### src/sv/gqi_pkg.sv
// Shared types, constants and the product schedule for the gyro quaternion integrator.
package gqi_pkg;

    localparam int QW      = 32;           // quaternion component width
    localparam int RW      = 24;           // gyro rate width
    localparam int MUL_AW  = 40;           // serial multiplier, parallel operand
    localparam int MUL_BW  = 32;           // serial multiplier, bit-serial operand
    localparam int MUL_PW  = MUL_AW + MUL_BW;
    localparam int ROOT_W  = 32;
    localparam int RAD_W   = 2 * ROOT_W;
    localparam int DIV_DW  = 32;
    localparam int DIV_NW  = 2 * DIV_DW;

    localparam logic [1:0] ST_OK     = 2'd0;
    localparam logic [1:0] ST_ERR    = 2'd1;
    localparam logic [1:0] ST_BAD_DT = 2'd2;

    localparam logic REQ_SYNC = 1'b0;
    localparam logic REQ_STEP = 1'b1;

    localparam logic [26:0]        DEG2RAD_Q32 = 27'd74961321;
    localparam logic [63:0]        NORM_SQ_MIN = 64'd7205759;
    localparam logic signed [31:0] ONE_Q28     = 32'sd268435456;

    typedef struct packed {
        logic               req_type;
        logic signed [31:0] quat_w_in;
        logic signed [31:0] quat_x_in;
        logic signed [31:0] quat_y_in;
        logic signed [31:0] quat_z_in;
        logic signed [23:0] rate_x_in;
        logic signed [23:0] rate_y_in;
        logic signed [23:0] rate_z_in;
        logic [7:0]         sensor_flags_in;
        logic [23:0]        step_time;
    } gqi_req_t;

    typedef struct packed {
        logic [1:0]         result_status;
        logic signed [31:0] quat_w_out;
        logic signed [31:0] quat_x_out;
        logic signed [31:0] quat_y_out;
        logic signed [31:0] quat_z_out;
        logic [7:0]         sensor_flags_out;
    } gqi_rsp_t;

    // One cross term of q (x) (0, a): target component, q source, angle axis, minus sign
    typedef struct packed {
        logic [1:0] dest;
        logic [1:0] src;
        logic [1:0] axis;
        logic       neg;
    } gqi_term_t;

    localparam int N_TERMS = 12;

    function automatic gqi_term_t term_sel(input logic [3:0] j);
        gqi_term_t t;
        unique case (j)
            4'd0:    t = '{dest: 2'd0, src: 2'd1, axis: 2'd0, neg: 1'b1};
            4'd1:    t = '{dest: 2'd0, src: 2'd2, axis: 2'd1, neg: 1'b1};
            4'd2:    t = '{dest: 2'd0, src: 2'd3, axis: 2'd2, neg: 1'b1};
            4'd3:    t = '{dest: 2'd1, src: 2'd0, axis: 2'd0, neg: 1'b0};
            4'd4:    t = '{dest: 2'd1, src: 2'd2, axis: 2'd2, neg: 1'b0};
            4'd5:    t = '{dest: 2'd1, src: 2'd3, axis: 2'd1, neg: 1'b1};
            4'd6:    t = '{dest: 2'd2, src: 2'd0, axis: 2'd1, neg: 1'b0};
            4'd7:    t = '{dest: 2'd2, src: 2'd1, axis: 2'd2, neg: 1'b1};
            4'd8:    t = '{dest: 2'd2, src: 2'd3, axis: 2'd0, neg: 1'b0};
            4'd9:    t = '{dest: 2'd3, src: 2'd0, axis: 2'd2, neg: 1'b0};
            4'd10:   t = '{dest: 2'd3, src: 2'd1, axis: 2'd1, neg: 1'b0};
            4'd11:   t = '{dest: 2'd3, src: 2'd2, axis: 2'd0, neg: 1'b1};
            default: t = '0;
        endcase
        return t;
    endfunction

endpackage

### src/sv/gqi_serial_mul.sv
// Unsigned shift-add multiplier, one multiplier bit per cycle.
module gqi_serial_mul (
    input  logic                        clk,
    input  logic                        rst_n,
    input  logic                        start,
    input  logic [gqi_pkg::MUL_AW-1:0]  a,
    input  logic [gqi_pkg::MUL_BW-1:0]  b,
    output logic                        done,
    output logic [gqi_pkg::MUL_PW-1:0]  prod
);
    import gqi_pkg::*;

    localparam int CW = $clog2(MUL_BW);
    localparam logic [CW-1:0] LAST = CW'(MUL_BW - 1);

    logic [MUL_AW-1:0] a_reg;
    logic [MUL_PW-1:0] prod_reg;
    logic [CW-1:0]     cnt_reg;
    logic              busy_reg;
    logic              done_reg;
    logic [MUL_AW:0]   sum;

    // upper half accumulates, lower half shifts out the multiplier bits
    assign sum = {1'b0, prod_reg[MUL_PW-1:MUL_BW]}
               + (prod_reg[0] ? {1'b0, a_reg} : '0);

    always_ff @(posedge clk or negedge rst_n)
    begin
        if (!rst_n)
        begin
            busy_reg <= 1'b0;
            done_reg <= 1'b0;
            cnt_reg  <= '0;
        end
        else
        begin
            done_reg <= 1'b0;
            if (start)
            begin
                busy_reg <= 1'b1;
                cnt_reg  <= '0;
            end
            else if (busy_reg)
            begin
                cnt_reg <= cnt_reg + 1'b1;
                if (cnt_reg == LAST)
                begin
                    busy_reg <= 1'b0;
                    done_reg <= 1'b1;
                end
            end
        end
    end

    always_ff @(posedge clk)
    begin
        if (start)
        begin
            a_reg    <= a;
            prod_reg <= {{MUL_AW{1'b0}}, b};
        end
        else if (busy_reg)
        begin
            prod_reg <= {sum, prod_reg[MUL_BW-1:1]};
        end
    end

    assign done = done_reg;
    assign prod = prod_reg;
endmodule

### src/sv/gqi_serial_sqrt.sv
// Digit-by-digit integer square root, one root bit per cycle.
module gqi_serial_sqrt (
    input  logic                        clk,
    input  logic                        rst_n,
    input  logic                        start,
    input  logic [gqi_pkg::RAD_W-1:0]   radicand,
    output logic                        done,
    output logic [gqi_pkg::ROOT_W-1:0]  root
);
    import gqi_pkg::*;

    localparam int CW = $clog2(ROOT_W);
    localparam logic [CW-1:0] LAST = CW'(ROOT_W - 1);

    logic [RAD_W-1:0]  rad_reg;
    logic [ROOT_W:0]   rem_reg;
    logic [ROOT_W-1:0] root_reg;
    logic [CW-1:0]     cnt_reg;
    logic              busy_reg;
    logic              done_reg;
    logic [ROOT_W+2:0] rem_sh;
    logic [ROOT_W+2:0] trial;
    logic [ROOT_W+2:0] diff;
    logic              ge;

    assign rem_sh = {rem_reg, rad_reg[RAD_W-1:RAD_W-2]};
    assign trial  = {1'b0, root_reg, 2'b01};
    assign diff   = rem_sh - trial;
    assign ge     = (rem_sh >= trial);

    always_ff @(posedge clk or negedge rst_n)
    begin
        if (!rst_n)
        begin
            busy_reg <= 1'b0;
            done_reg <= 1'b0;
            cnt_reg  <= '0;
        end
        else
        begin
            done_reg <= 1'b0;
            if (start)
            begin
                busy_reg <= 1'b1;
                cnt_reg  <= '0;
            end
            else if (busy_reg)
            begin
                cnt_reg <= cnt_reg + 1'b1;
                if (cnt_reg == LAST)
                begin
                    busy_reg <= 1'b0;
                    done_reg <= 1'b1;
                end
            end
        end
    end

    always_ff @(posedge clk)
    begin
        if (start)
        begin
            rad_reg  <= radicand;
            rem_reg  <= '0;
            root_reg <= '0;
        end
        else if (busy_reg)
        begin
            rad_reg  <= {rad_reg[RAD_W-3:0], 2'b00};
            rem_reg  <= ge ? diff[ROOT_W:0] : rem_sh[ROOT_W:0];
            root_reg <= {root_reg[ROOT_W-2:0], ge};
        end
    end

    assign done = done_reg;
    assign root = root_reg;
endmodule

### src/sv/gqi_serial_div.sv
// Restoring divider, one quotient bit per cycle; numerator high half must be below divisor.
module gqi_serial_div (
    input  logic                        clk,
    input  logic                        rst_n,
    input  logic                        start,
    input  logic [gqi_pkg::DIV_NW-1:0]  numer,
    input  logic [gqi_pkg::DIV_DW-1:0]  denom,
    output logic                        done,
    output logic [gqi_pkg::DIV_DW-1:0]  quot
);
    import gqi_pkg::*;

    localparam int CW = $clog2(DIV_DW);
    localparam logic [CW-1:0] LAST = CW'(DIV_DW - 1);

    logic [DIV_DW-1:0] rem_reg;
    logic [DIV_DW-1:0] nq_reg;     // numerator bits out, quotient bits in
    logic [DIV_DW-1:0] d_reg;
    logic [CW-1:0]     cnt_reg;
    logic              busy_reg;
    logic              done_reg;
    logic [DIV_DW:0]   rem_sh;
    logic [DIV_DW:0]   diff;
    logic              ge;

    assign rem_sh = {rem_reg, nq_reg[DIV_DW-1]};
    assign diff   = rem_sh - {1'b0, d_reg};
    assign ge     = (rem_sh >= {1'b0, d_reg});

    always_ff @(posedge clk or negedge rst_n)
    begin
        if (!rst_n)
        begin
            busy_reg <= 1'b0;
            done_reg <= 1'b0;
            cnt_reg  <= '0;
        end
        else
        begin
            done_reg <= 1'b0;
            if (start)
            begin
                busy_reg <= 1'b1;
                cnt_reg  <= '0;
            end
            else if (busy_reg)
            begin
                cnt_reg <= cnt_reg + 1'b1;
                if (cnt_reg == LAST)
                begin
                    busy_reg <= 1'b0;
                    done_reg <= 1'b1;
                end
            end
        end
    end

    always_ff @(posedge clk)
    begin
        if (start)
        begin
            rem_reg <= numer[DIV_NW-1:DIV_DW];
            nq_reg  <= numer[DIV_DW-1:0];
            d_reg   <= denom;
        end
        else if (busy_reg)
        begin
            rem_reg <= ge ? diff[DIV_DW-1:0] : rem_sh[DIV_DW-1:0];
            nq_reg  <= {nq_reg[DIV_DW-2:0], ge};
        end
    end

    assign done = done_reg;
    assign quot = nq_reg;
endmodule

### src/sv/gyro_quaternion_integrator.sv
// Gyro quaternion integrator: sequencer, state and bit-serial arithmetic units.
//
//  channel | signals                  | direction | transfer when
//  --------+--------------------------+-----------+--------------------------
//  req     | req_valid req_ready req  | in        | req_valid & req_ready
//  rsp     | rsp_valid rsp_ready rsp  | out       | rsp_valid & rsp_ready
//
// One item at a time; every multiply goes through one shift-add unit at one
// bit per cycle, plus a hand-off for each product.
// Integrate: 6 angle products, 12 cross products, up to 8 squares, a root,
// 4 divides and the scaling shifts.
// Sync: magnitudes, norm test and, below 2^30, squares; zero step time: no arithmetic.
// A finished result waits in the rsp register while the next req is taken.
// Reset loads the unit quaternion and clears rates and flags.
module gyro_quaternion_integrator (
    input  logic              clk,
    input  logic              rst_n,
    input  logic              req_valid,
    output logic              req_ready,
    input  gqi_pkg::gqi_req_t req,
    output logic              rsp_valid,
    input  logic              rsp_ready,
    output gqi_pkg::gqi_rsp_t rsp
);
    import gqi_pkg::*;

    localparam int PW = 38;     // width of the unnormalized sum

    typedef enum logic [3:0] {
        S_IDLE, S_HA_RATE, S_HA_DT, S_QMUL, S_TO_MAG, S_TEST, S_SQ_CHK,
        S_SCALE_DN, S_SCALE_UP, S_SQ_NORM, S_SQRT, S_DIV, S_DONE
    } state_t;

    state_t                state_reg, state_next;
    gqi_req_t              req_reg, req_next;
    logic signed [QW-1:0]  orient_reg [4];
    logic signed [QW-1:0]  orient_next [4];
    logic signed [RW-1:0]  rate_reg [3];
    logic signed [RW-1:0]  rate_next [3];
    logic [7:0]            flags_reg, flags_next;
    logic signed [PW-1:0]  p_reg [4];
    logic signed [PW-1:0]  p_next [4];
    logic                  psign_reg [4];
    logic                  psign_next [4];
    logic [PW-1:0]         pmag_reg [4];
    logic [PW-1:0]         pmag_next [4];
    logic                  ha_sign_reg [3];
    logic                  ha_sign_next [3];
    logic [31:0]           ha_mag_reg [3];
    logic [31:0]           ha_mag_next [3];
    logic [34:0]           wmag_reg, wmag_next;
    logic [63:0]           sum_reg, sum_next;
    logic [ROOT_W-1:0]     root_reg, root_next;
    logic [3:0]            idx_reg, idx_next;
    logic                  launched_reg, launched_next;
    logic [1:0]            status_reg, status_next;
    gqi_rsp_t              rsp_reg, rsp_next;
    logic                  rsp_valid_reg, rsp_valid_next;

    logic [MUL_AW-1:0]     mul_a;
    logic [MUL_BW-1:0]     mul_b;
    logic                  mul_start, mul_done;
    logic [MUL_PW-1:0]     mul_prod;
    logic                  sqrt_start, sqrt_done;
    logic [ROOT_W-1:0]     sqrt_root;
    logic                  div_start, div_done;
    logic [DIV_NW-1:0]     div_numer;
    logic [DIV_DW-1:0]     div_quot;

    gqi_term_t             term;
    logic signed [QW-1:0]  src_val;
    logic [QW-1:0]         src_mag;
    logic signed [RW-1:0]  rate_val;
    logic [RW-1:0]         rate_mag;
    logic [50:0]           w_sum;
    logic [59:0]           h_sum;
    logic [38:0]           hmag;
    logic [31:0]           ha_sat;
    logic [63:0]           q_sum;
    logic signed [PW-1:0]  term_ext;
    logic                  term_neg;
    logic signed [PW-1:0]  p_upd;
    logic [63:0]           sum_add;
    logic [DIV_DW-1:0]     div_res;
    logic                  big_any, big2_any, low_all;
    logic                  arith_mul;
    logic                  do_commit;

    assign term     = term_sel(idx_reg);
    assign src_val  = orient_reg[term.src];
    assign src_mag  = src_val[QW-1] ? (~src_val + 1'b1) : src_val;
    assign rate_val = rate_reg[idx_reg[1:0]];
    assign rate_mag = rate_val[RW-1] ? (~rate_val + 1'b1) : rate_val;

    // rad/s in Q.24 from deg/s, then half angle in Q.28, both rounded
    assign w_sum  = {1'b0, mul_prod[49:0]} + 51'd32768;
    assign h_sum  = {1'b0, mul_prod[58:0]} + (60'd1 << 20);
    assign hmag   = h_sum[59:21];
    always_comb
    begin
        if (!rate_val[RW-1])
            ha_sat = (hmag > 39'h7FFFFFFF) ? 32'h7FFFFFFF : hmag[31:0];
        else
            ha_sat = (hmag > 39'h80000000) ? 32'h80000000 : hmag[31:0];
    end

    assign q_sum    = {1'b0, mul_prod[62:0]} + (64'd1 << 27);
    assign term_ext = {2'b00, q_sum[63:28]};
    assign term_neg = src_val[QW-1] ^ ha_sign_reg[term.axis] ^ term.neg;
    assign p_upd    = term_neg ? (p_reg[term.dest] - term_ext)
                               : (p_reg[term.dest] + term_ext);
    assign sum_add  = sum_reg + mul_prod[63:0];

    assign big_any  = (pmag_reg[0][PW-1:30] != '0) || (pmag_reg[1][PW-1:30] != '0)
                   || (pmag_reg[2][PW-1:30] != '0) || (pmag_reg[3][PW-1:30] != '0);
    assign big2_any = (pmag_reg[0][PW-1:31] != '0) || (pmag_reg[1][PW-1:31] != '0)
                   || (pmag_reg[2][PW-1:31] != '0) || (pmag_reg[3][PW-1:31] != '0);
    assign low_all  = (pmag_reg[0][PW-1:29] == '0) && (pmag_reg[1][PW-1:29] == '0)
                   && (pmag_reg[2][PW-1:29] == '0) && (pmag_reg[3][PW-1:29] == '0);

    // v * 2^28 + n / 2, then round-to-nearest quotient
    assign div_numer = (DIV_NW'(pmag_reg[idx_reg[1:0]][30:0]) << 28)
                     + DIV_NW'(root_reg[ROOT_W-1:1]);
    always_comb
    begin
        if (!psign_reg[idx_reg[1:0]])
            div_res = (div_quot > 32'h7FFFFFFF) ? 32'h7FFFFFFF : div_quot;
        else
            div_res = (div_quot > 32'h80000000) ? 32'h80000000 : (~div_quot + 1'b1);
    end

    always_comb
    begin
        unique case (state_reg)
            S_HA_RATE:
            begin
                mul_a = MUL_AW'(DEG2RAD_Q32);
                mul_b = MUL_BW'(rate_mag);
            end
            S_HA_DT:
            begin
                mul_a = MUL_AW'(wmag_reg);
                mul_b = MUL_BW'(req_reg.step_time);
            end
            S_QMUL:
            begin
                mul_a = MUL_AW'(src_mag);
                mul_b = ha_mag_reg[term.axis];
            end
            S_SQ_CHK, S_SQ_NORM:
            begin
                mul_a = MUL_AW'(pmag_reg[idx_reg[1:0]]);
                mul_b = pmag_reg[idx_reg[1:0]][MUL_BW-1:0];
            end
            default:
            begin
                mul_a = '0;
                mul_b = '0;
            end
        endcase
    end

    assign arith_mul  = (state_reg == S_HA_RATE) || (state_reg == S_HA_DT)
                     || (state_reg == S_QMUL) || (state_reg == S_SQ_CHK)
                     || (state_reg == S_SQ_NORM);
    assign mul_start  = !launched_reg && arith_mul;
    assign sqrt_start = !launched_reg && (state_reg == S_SQRT);
    assign div_start  = !launched_reg && (state_reg == S_DIV);

    always_comb
    begin
        state_next     = state_reg;
        req_next       = req_reg;
        orient_next    = orient_reg;
        rate_next      = rate_reg;
        flags_next     = flags_reg;
        p_next         = p_reg;
        psign_next     = psign_reg;
        pmag_next      = pmag_reg;
        ha_sign_next   = ha_sign_reg;
        ha_mag_next    = ha_mag_reg;
        wmag_next      = wmag_reg;
        sum_next       = sum_reg;
        root_next      = root_reg;
        idx_next       = idx_reg;
        launched_next  = launched_reg;
        status_next    = status_reg;
        rsp_next       = rsp_reg;
        rsp_valid_next = rsp_valid_reg;
        do_commit      = 1'b0;

        if (rsp_valid_reg && rsp_ready)
            rsp_valid_next = 1'b0;

        unique case (state_reg)
            S_IDLE:
            begin
                if (req_valid)
                begin
                    req_next    = req;
                    status_next = ST_OK;
                    if (req.req_type == REQ_SYNC)
                    begin
                        p_next[0]  = PW'(req.quat_w_in);
                        p_next[1]  = PW'(req.quat_x_in);
                        p_next[2]  = PW'(req.quat_y_in);
                        p_next[3]  = PW'(req.quat_z_in);
                        state_next = S_TO_MAG;
                    end
                    else if (req.step_time == '0)
                    begin
                        status_next = ST_BAD_DT;
                        state_next  = S_DONE;
                    end
                    else
                    begin
                        idx_next   = '0;
                        state_next = S_HA_RATE;
                    end
                end
            end
            S_HA_RATE:
            begin
                if (!launched_reg)
                    launched_next = 1'b1;
                else if (mul_done)
                begin
                    launched_next = 1'b0;
                    wmag_next     = w_sum[50:16];
                    state_next    = S_HA_DT;
                end
            end
            S_HA_DT:
            begin
                if (!launched_reg)
                    launched_next = 1'b1;
                else if (mul_done)
                begin
                    launched_next                = 1'b0;
                    ha_sign_next[idx_reg[1:0]]   = rate_val[RW-1];
                    ha_mag_next[idx_reg[1:0]]    = ha_sat;
                    if (idx_reg == 4'd2)
                    begin
                        idx_next = '0;
                        for (int i = 0; i < 4; i++)
                            p_next[i] = PW'(orient_reg[i]);
                        state_next = S_QMUL;
                    end
                    else
                    begin
                        idx_next   = idx_reg + 1'b1;
                        state_next = S_HA_RATE;
                    end
                end
            end
            S_QMUL:
            begin
                if (!launched_reg)
                    launched_next = 1'b1;
                else if (mul_done)
                begin
                    launched_next       = 1'b0;
                    p_next[term.dest]   = p_upd;
                    if (idx_reg == 4'(N_TERMS - 1))
                        state_next = S_TO_MAG;
                    else
                        idx_next = idx_reg + 1'b1;
                end
            end
            S_TO_MAG:
            begin
                for (int i = 0; i < 4; i++)
                begin
                    psign_next[i] = p_reg[i][PW-1];
                    pmag_next[i]  = p_reg[i][PW-1] ? (~p_reg[i] + 1'b1) : p_reg[i];
                end
                state_next = S_TEST;
            end
            S_TEST:
            begin
                // a component at 2^30 or more passes the norm test outright
                if (big_any)
                begin
                    if (req_reg.req_type == REQ_SYNC)
                    begin
                        do_commit  = 1'b1;
                        state_next = S_DONE;
                    end
                    else
                        state_next = S_SCALE_DN;
                end
                else
                begin
                    idx_next   = '0;
                    sum_next   = '0;
                    state_next = S_SQ_CHK;
                end
            end
            S_SQ_CHK:
            begin
                if (!launched_reg)
                    launched_next = 1'b1;
                else if (mul_done)
                begin
                    launched_next = 1'b0;
                    sum_next      = sum_add;
                    if (idx_reg == 4'd3)
                    begin
                        if (sum_add > NORM_SQ_MIN)
                        begin
                            if (req_reg.req_type == REQ_SYNC)
                            begin
                                do_commit  = 1'b1;
                                state_next = S_DONE;
                            end
                            else
                                state_next = S_SCALE_UP;
                        end
                        else
                        begin
                            status_next = ST_ERR;
                            state_next  = S_DONE;
                        end
                    end
                    else
                        idx_next = idx_reg + 1'b1;
                end
            end
            S_SCALE_DN:
            begin
                // truncate while two or more shifts remain, round on the last
                for (int i = 0; i < 4; i++)
                begin
                    if (big2_any)
                        pmag_next[i] = pmag_reg[i] >> 1;
                    else
                        pmag_next[i] = PW'(({1'b0, pmag_reg[i]} + 1'b1) >> 1);
                end
                if (!big2_any)
                begin
                    idx_next   = '0;
                    sum_next   = '0;
                    state_next = S_SQ_NORM;
                end
            end
            S_SCALE_UP:
            begin
                if (low_all)
                begin
                    for (int i = 0; i < 4; i++)
                        pmag_next[i] = pmag_reg[i] << 1;
                end
                else
                begin
                    idx_next   = '0;
                    sum_next   = '0;
                    state_next = S_SQ_NORM;
                end
            end
            S_SQ_NORM:
            begin
                if (!launched_reg)
                    launched_next = 1'b1;
                else if (mul_done)
                begin
                    launched_next = 1'b0;
                    sum_next      = sum_add;
                    if (idx_reg == 4'd3)
                        state_next = S_SQRT;
                    else
                        idx_next = idx_reg + 1'b1;
                end
            end
            S_SQRT:
            begin
                if (!launched_reg)
                    launched_next = 1'b1;
                else if (sqrt_done)
                begin
                    launched_next = 1'b0;
                    root_next     = sqrt_root;
                    idx_next      = '0;
                    state_next    = S_DIV;
                end
            end
            S_DIV:
            begin
                if (!launched_reg)
                    launched_next = 1'b1;
                else if (div_done)
                begin
                    launched_next             = 1'b0;
                    orient_next[idx_reg[1:0]] = div_res;
                    if (idx_reg == 4'd3)
                        state_next = S_DONE;
                    else
                        idx_next = idx_reg + 1'b1;
                end
            end
            S_DONE:
            begin
                if (!rsp_valid_reg || rsp_ready)
                begin
                    rsp_next.result_status    = status_reg;
                    rsp_next.quat_w_out       = orient_reg[0];
                    rsp_next.quat_x_out       = orient_reg[1];
                    rsp_next.quat_y_out       = orient_reg[2];
                    rsp_next.quat_z_out       = orient_reg[3];
                    rsp_next.sensor_flags_out = flags_reg;
                    rsp_valid_next            = 1'b1;
                    state_next                = S_IDLE;
                end
            end
            default:
            begin
                state_next = S_IDLE;
            end
        endcase

        if (do_commit)
        begin
            orient_next[0] = req_reg.quat_w_in;
            orient_next[1] = req_reg.quat_x_in;
            orient_next[2] = req_reg.quat_y_in;
            orient_next[3] = req_reg.quat_z_in;
            rate_next[0]   = req_reg.rate_x_in;
            rate_next[1]   = req_reg.rate_y_in;
            rate_next[2]   = req_reg.rate_z_in;
            flags_next     = req_reg.sensor_flags_in;
        end
    end

    always_ff @(posedge clk or negedge rst_n)
    begin
        if (!rst_n)
        begin
            state_reg     <= S_IDLE;
            req_reg       <= '0;
            orient_reg[0] <= ONE_Q28;
            orient_reg[1] <= '0;
            orient_reg[2] <= '0;
            orient_reg[3] <= '0;
            for (int i = 0; i < 3; i++)
            begin
                rate_reg[i]    <= '0;
                ha_sign_reg[i] <= 1'b0;
                ha_mag_reg[i]  <= '0;
            end
            for (int i = 0; i < 4; i++)
            begin
                p_reg[i]     <= '0;
                psign_reg[i] <= 1'b0;
                pmag_reg[i]  <= '0;
            end
            flags_reg     <= '0;
            wmag_reg      <= '0;
            sum_reg       <= '0;
            root_reg      <= '0;
            idx_reg       <= '0;
            launched_reg  <= 1'b0;
            status_reg    <= ST_OK;
            rsp_reg       <= '0;
            rsp_valid_reg <= 1'b0;
        end
        else
        begin
            state_reg     <= state_next;
            req_reg       <= req_next;
            orient_reg    <= orient_next;
            rate_reg      <= rate_next;
            ha_sign_reg   <= ha_sign_next;
            ha_mag_reg    <= ha_mag_next;
            p_reg         <= p_next;
            psign_reg     <= psign_next;
            pmag_reg      <= pmag_next;
            flags_reg     <= flags_next;
            wmag_reg      <= wmag_next;
            sum_reg       <= sum_next;
            root_reg      <= root_next;
            idx_reg       <= idx_next;
            launched_reg  <= launched_next;
            status_reg    <= status_next;
            rsp_reg       <= rsp_next;
            rsp_valid_reg <= rsp_valid_next;
        end
    end

    gqi_serial_mul u_mul (
        .clk      (clk),
        .rst_n    (rst_n),
        .start    (mul_start),
        .a        (mul_a),
        .b        (mul_b),
        .done     (mul_done),
        .prod     (mul_prod)
    );

    gqi_serial_sqrt u_sqrt (
        .clk      (clk),
        .rst_n    (rst_n),
        .start    (sqrt_start),
        .radicand (sum_reg),
        .done     (sqrt_done),
        .root     (sqrt_root)
    );

    gqi_serial_div u_div (
        .clk      (clk),
        .rst_n    (rst_n),
        .start    (div_start),
        .numer    (div_numer),
        .denom    (root_reg),
        .done     (div_done),
        .quot     (div_quot)
    );

    assign req_ready = (state_reg == S_IDLE);
    assign rsp_valid = rsp_valid_reg;
    assign rsp       = rsp_reg;

    // one item in flight: a transfer on req takes the sequencer out of idle
    a_single_item: assert property (@(posedge clk) disable iff (!rst_n)
        (req_valid && req_ready) |=> !req_ready)
        else $error("req taken twice in a row");

    // after scaling the sum of squares lies in [2^58, 2^62], so the root is at least 2^29
    a_root_range: assert property (@(posedge clk) disable iff (!rst_n)
        sqrt_done |-> (sqrt_root >= (ROOT_W'(1) << 29)))
        else $error("norm root below scaled range");

    // each component magnitude is at most the root, so the quotient never passes one
    a_quot_range: assert property (@(posedge clk) disable iff (!rst_n)
        div_done |-> (div_quot <= (DIV_DW'(1) << 28)))
        else $error("normalized component above one");
endmodule

### config.mk
export PLATFORM = sky130hd
export DESIGN_NAME = gyro_quaternion_integrator
export DESIGN_NICKNAME = d
export VERILOG_FILES = /design/src/sv/gqi_pkg.sv /design/src/sv/gqi_serial_mul.sv /design/src/sv/gqi_serial_sqrt.sv /design/src/sv/gqi_serial_div.sv /design/src/sv/gyro_quaternion_integrator.sv
export SDC_FILE = /design/constraint.sdc
export NUM_CORES = 2
export LEC_CHECK = 0
export CELL_PAD_IN_SITES_DETAIL_PLACEMENT = 0
export CELL_PAD_IN_SITES_GLOBAL_PLACEMENT = 1
export CORE_AREA = 2 2 424 426
export CTS_BUF_LIST = sky130_fd_sc_hd__clkbuf_4 sky130_fd_sc_hd__clkbuf_8
export DETAILED_ROUTE_END_ITERATION = 10
export DIE_AREA = 0 0 426 428
export DONT_BUFFER_PORTS = 1
export PLACE_DENSITY = 0.83
export SYNTH_ARGS = -nofsm -noshare
export SYNTH_HDL_FRONTEND = slang
export SYNTH_SLANG_ARGS = --single-unit
export TNS_END_PERCENT = 100
### constraint.sdc
create_clock -name clk -period 9.3 [get_ports clk]
set_input_delay 1.86 -clock clk [delete_from_list [all_inputs] [get_ports clk]]
set_output_delay 1.86 -clock clk [all_outputs]
set_load 0.02 [all_outputs]
==> impl_metrics.json <==
{
  "timing.final.hold_violations": 0,
  "flops_latches_synth": 1485,
  "fillers": 15983,
  "cpMostUsedCell": "a21oi_1",
  "netlist_area_mm2": 0.0885,
  "total_switching_power_mw": 2.99,
  "worst_path_max_stage_delay_ns": 0.83,
  "hold_start": "root_reg[0]",
  "p_sw_share_pct": 22.1,
  "largest_register_ff_count": 233,
  "min_path_cells": 0,
  "drive_above_1_share_pct": 15.9,
  "numPlacedInstances": 11251,
  "h-tree-depth": 5,
  "cts.sink_count": 1485,
  "clock_power_share_pct": 50.5,
  "synth_enable_flop_cells": 230,
  "peakVddDrop_mv": 0.165,
  "antenna_found_initial": 54,
  "post_cts_resize_count": 0,
  "startpoint_type": "flip-flop",
  "grt_usage_pct": 37.2,
  "synth.area.mux_share_pct": 12.1,
  "cts.path.max_buffers": 4,
  "ff2ff_setup_slack_ns": 1.12,
  "clk_latency_ns": 1.10,
  "post_synthesis_compound_gate_area_fraction_pct": 17.4,
  "initial_utilization_pct": 49.8,
  "r2r-start": "idx_reg[0]",
  "full_die_area_mm2": 0.182,
  "slew_viol_final": 1,
  "post-route-min-period_ns": 8.18,
  "total_leakage_power_nw": 42.9,
  "grt_pass1_vias": 72585,
  "max_slew.worst_pin.slew_ns": 1.50,
  "r2r.worst_path.cells": 28,
  "power_density_mw_per_mm2": 140,
  "part_of_the_total_power_dissipated_in_combinational_logic_pct": 0.7,
  "area_share_of_and_or_nand_nor_cells_after_synthesis_pct": 14.6,
  "grt_max_degree": 1151,
  "cts_tree": "done",
  "cts_buffers": 281,
  "detailedRoute.firstPassIterationCount": 9,
  "drt_drc_violations_left": 0,
  "worst_path_arrival_time_ns": 9.17,
  "syn2layout_area_growth_pct": 9.19,
  "synth_sequential_area_ratio_pct": 42.7,
  "synth.avg_cell_area_um2": 9.44,
  "core_region_area_mm2": 0.178,
  "drt_first_iter_violations": 9600,
  "cp_delay_by_family_top": "compound AO/OA/AOI/OAI gates",
  "crit_path_max_fanout": 31,
  "max_clock_freq_ghz": 0.122,
  "outcome": "complete, but fails checks",
  "route.final.wire_length_um": 347000,
  "synth_xor_xnor_area_share_pct": 6.14,
  "grt-ovfl-total": 0,
  "gp_routability_congestion": 0.999,
  "ys_async_sr_fraction_pct": 77.4,
  "seq_power_share_pct": 48.8,
  "synth_nets": 9852,
  "fin_worst_skew_ns": 0.107,
  "layoutNonFillerInstCount": 11783,
  "per_cell_routed_wire_length_um": 29.5,
  "ctsRootBufferMaster": "clkbuf_8",
  "placementRows": 155,
  "yosys_most_used_dff": "dfrtp_1",
  "floorplan.die.width_um": 426,
  "numPortBuffers": 0,
  "clkSlewWorstSetupHoldPaths_ns": 0.06,
  "pin_count": 377,
  "hold_path_class": "reg2reg",
  "setup_viol": 0,
  "fin_setup_tns_ns": 0,
  "global_route_wire_length_before_repair_um": 502000,
  "worst_hold_slack_ns": 0.448,
  "critical_path.endpoint_type": "flip-flop",
  "cts_hold_buffers": 0,
  "class_of_the_most_critical_setup_path": "reg2reg",
  "yosysUniqueCellTypes": 93,
  "final_nets": 9661,
  "postLayoutCoreUtil_pct": 54.4,
  "worstHoldEndpoint": "u_div.d_reg[0]",
  "hpwl_um": 255000,
  "syn-instance-count": 9376,
  "rsz0062_at_grt": "no",
  "design_power_total_mw": 13.5,
  "rr_endpoint": "p_reg[56]",
  "routed-via-count": 76596,
  "cell_internal_pwr_mw": 10.5,
  "failing_checks": "max-slew violations",
  "maxCapViolCount": 0,
  "drtAntennaViolNets": 0,
  "die_h_um": 428,
  "crit_required_ns": 10.29,
  "yosys.area_share.adder_pct": 3.42,
  "critical_path.n_buffers_inverters": 3,
  "slew-limit-headroom_pct": -0.0597,
  "post_cts.repair.setup_buffers": 0,
  "cp_slowest_cell": "ha_1",
  "ys.warnings.count": 0,
  "route.detailed.vias_per_inst": 6.50,
  "main_combinational_cell_family_by_area_after_synthesis": "compound AO/OA/AOI/OAI gates",
  "final.period_utilization_pct": 87.9
}
-- stage by stage --
step	cell area, µm²	worst slack [ns]
3_5_place_dp	90500	1.25
5_1_grt	96600	0.683
6_report	96600	1.12
3_3_place_gp	90500	1.34
4_1_cts	96300	1.23
2_1_floorplan	88500	0.882
-- Yosys cell counts (all sizes together) (69+ instances only) --
cell type,count,share of area (%)
a21o,106,0.90
a21oi,582,3.3
a221oi,190,1.9
and2,77,0.54
and3,76,0.54
buf,81,0.48
clkbuf,529,2.2
dfrtp,1149,32
dfxtp,105,2.4
edfxtp,230,7.8
ha,234,3.3
inv,200,0.85
mux2,693,8.8
mux2i,146,1.7
nand2,1258,5.3
nand3,171,0.97
nand4,69,0.49
nor2,792,3.4
nor3,115,0.67
o211ai,93,0.79
o21ai,701,4.0
o22ai,103,0.73
o31ai,92,0.80
or3,80,0.58
xnor2,346,3.4
xor2,274,2.7
-- worst max-delay path by stage --
stage,start,endpoint,slack (ns),cells past startpoint
final,idx_reg[0],p_reg[56],1.12,28
after global routing,idx_reg[0],p_reg[18],0.68,28
after CTS,u_mul.prod[0],orient_reg[86],1.23,18
after detailed placement,idx_reg[0],p_reg[56],1.25,28
after global placement,idx_reg[0],p_reg[61],1.34,27
after floorplan,idx_reg[0],p_reg[132],0.88,33
-- worst register-to-register path: cells and delay by family (launching register included) --
family                   cells  cell delay (ns)
AND/OR/NAND/NOR              4             1.09
XOR/XNOR                     3             0.71
AO/OA/AOI/OAI               16             3.43
adder cells (fa/ha/maj)      2             1.28
buffers and inverters        3             0.85
flip-flops                   1             0.78
-- layout make-up --
cell class | instances | area [µm²] | share of cell area, %
Inverter | 202 | 762 | 0.789
Clock buffer | 425 | 5330 | 5.52
Tap cell | 2355 | 2950 | 3.05
Timing Repair Buffer | 137 | 1210 | 1.25
Antenna cell | 52 | 130 | 0.135
Sequential cell | 1485 | 37800 | 39.1
Multi-Input combinational cell | 7078 | 47900 | 49.6
Clock inverter | 49 | 512 | 0.530
-- cells by family (layout without fill, tap and decap cells) --
group / after synthesis / in the layout
AO/OA/AOI/OAI: 2401 / 2401
XOR/XNOR: 620 / 620
adder cells (fa/ha/maj): 239 / 239
buffers and inverters: 813 / 813
flip-flops: 1485 / 1485
multiplexers: 903 / 903
other: 0 / 52
AND/OR/NAND/NOR: 2915 / 2915
-- routing by layer --
layer,part of all wire (%),track usage [%],wire length (µm)
met1,39,47.1,135000
met5,0.039,0.185,135
met3,9.9,10.6,34300
met2,44,55.2,152000
met4,7.6,24.9,26600
-- power by group through the flow --
stage / clock network, mW / logic, mW / registers (mW)
after floorplan: 0 / 0.00183 / 6.70
after global placement: 0 / 0.00200 / 6.70
after detailed placement: 0 / 0.00200 / 6.70
after CTS: 6.90 / 0.00200 / 6.58
after global routing: 7.20 / 0.114 / 6.57
final: 6.82 / 0.0977 / 6.58
-- layout by cell type, fill, tap and decap left out, types with 83 or more instances in the layout --
cell type / count
a21oi_1: 576
a21o_1: 104
o21ai_0: 687
clkbuf_4: 83
mux2i_1: 145
o31ai_1: 89
ha_1: 234
o22ai_1: 102
nand3_1: 166
nor2_1: 785
mux2_2: 693
nand2_1: 1247
a221oi_1: 186
nor3_1: 110
xor2_1: 274
xnor2_1: 346
inv_1: 198
clkbuf_8: 342
dfrtp_1: 1144
edfxtp_1: 230
buf_4: 126
o211ai_1: 93
dfxtp_1: 105
No activity file was read; power rests on OpenSTA's default activity.
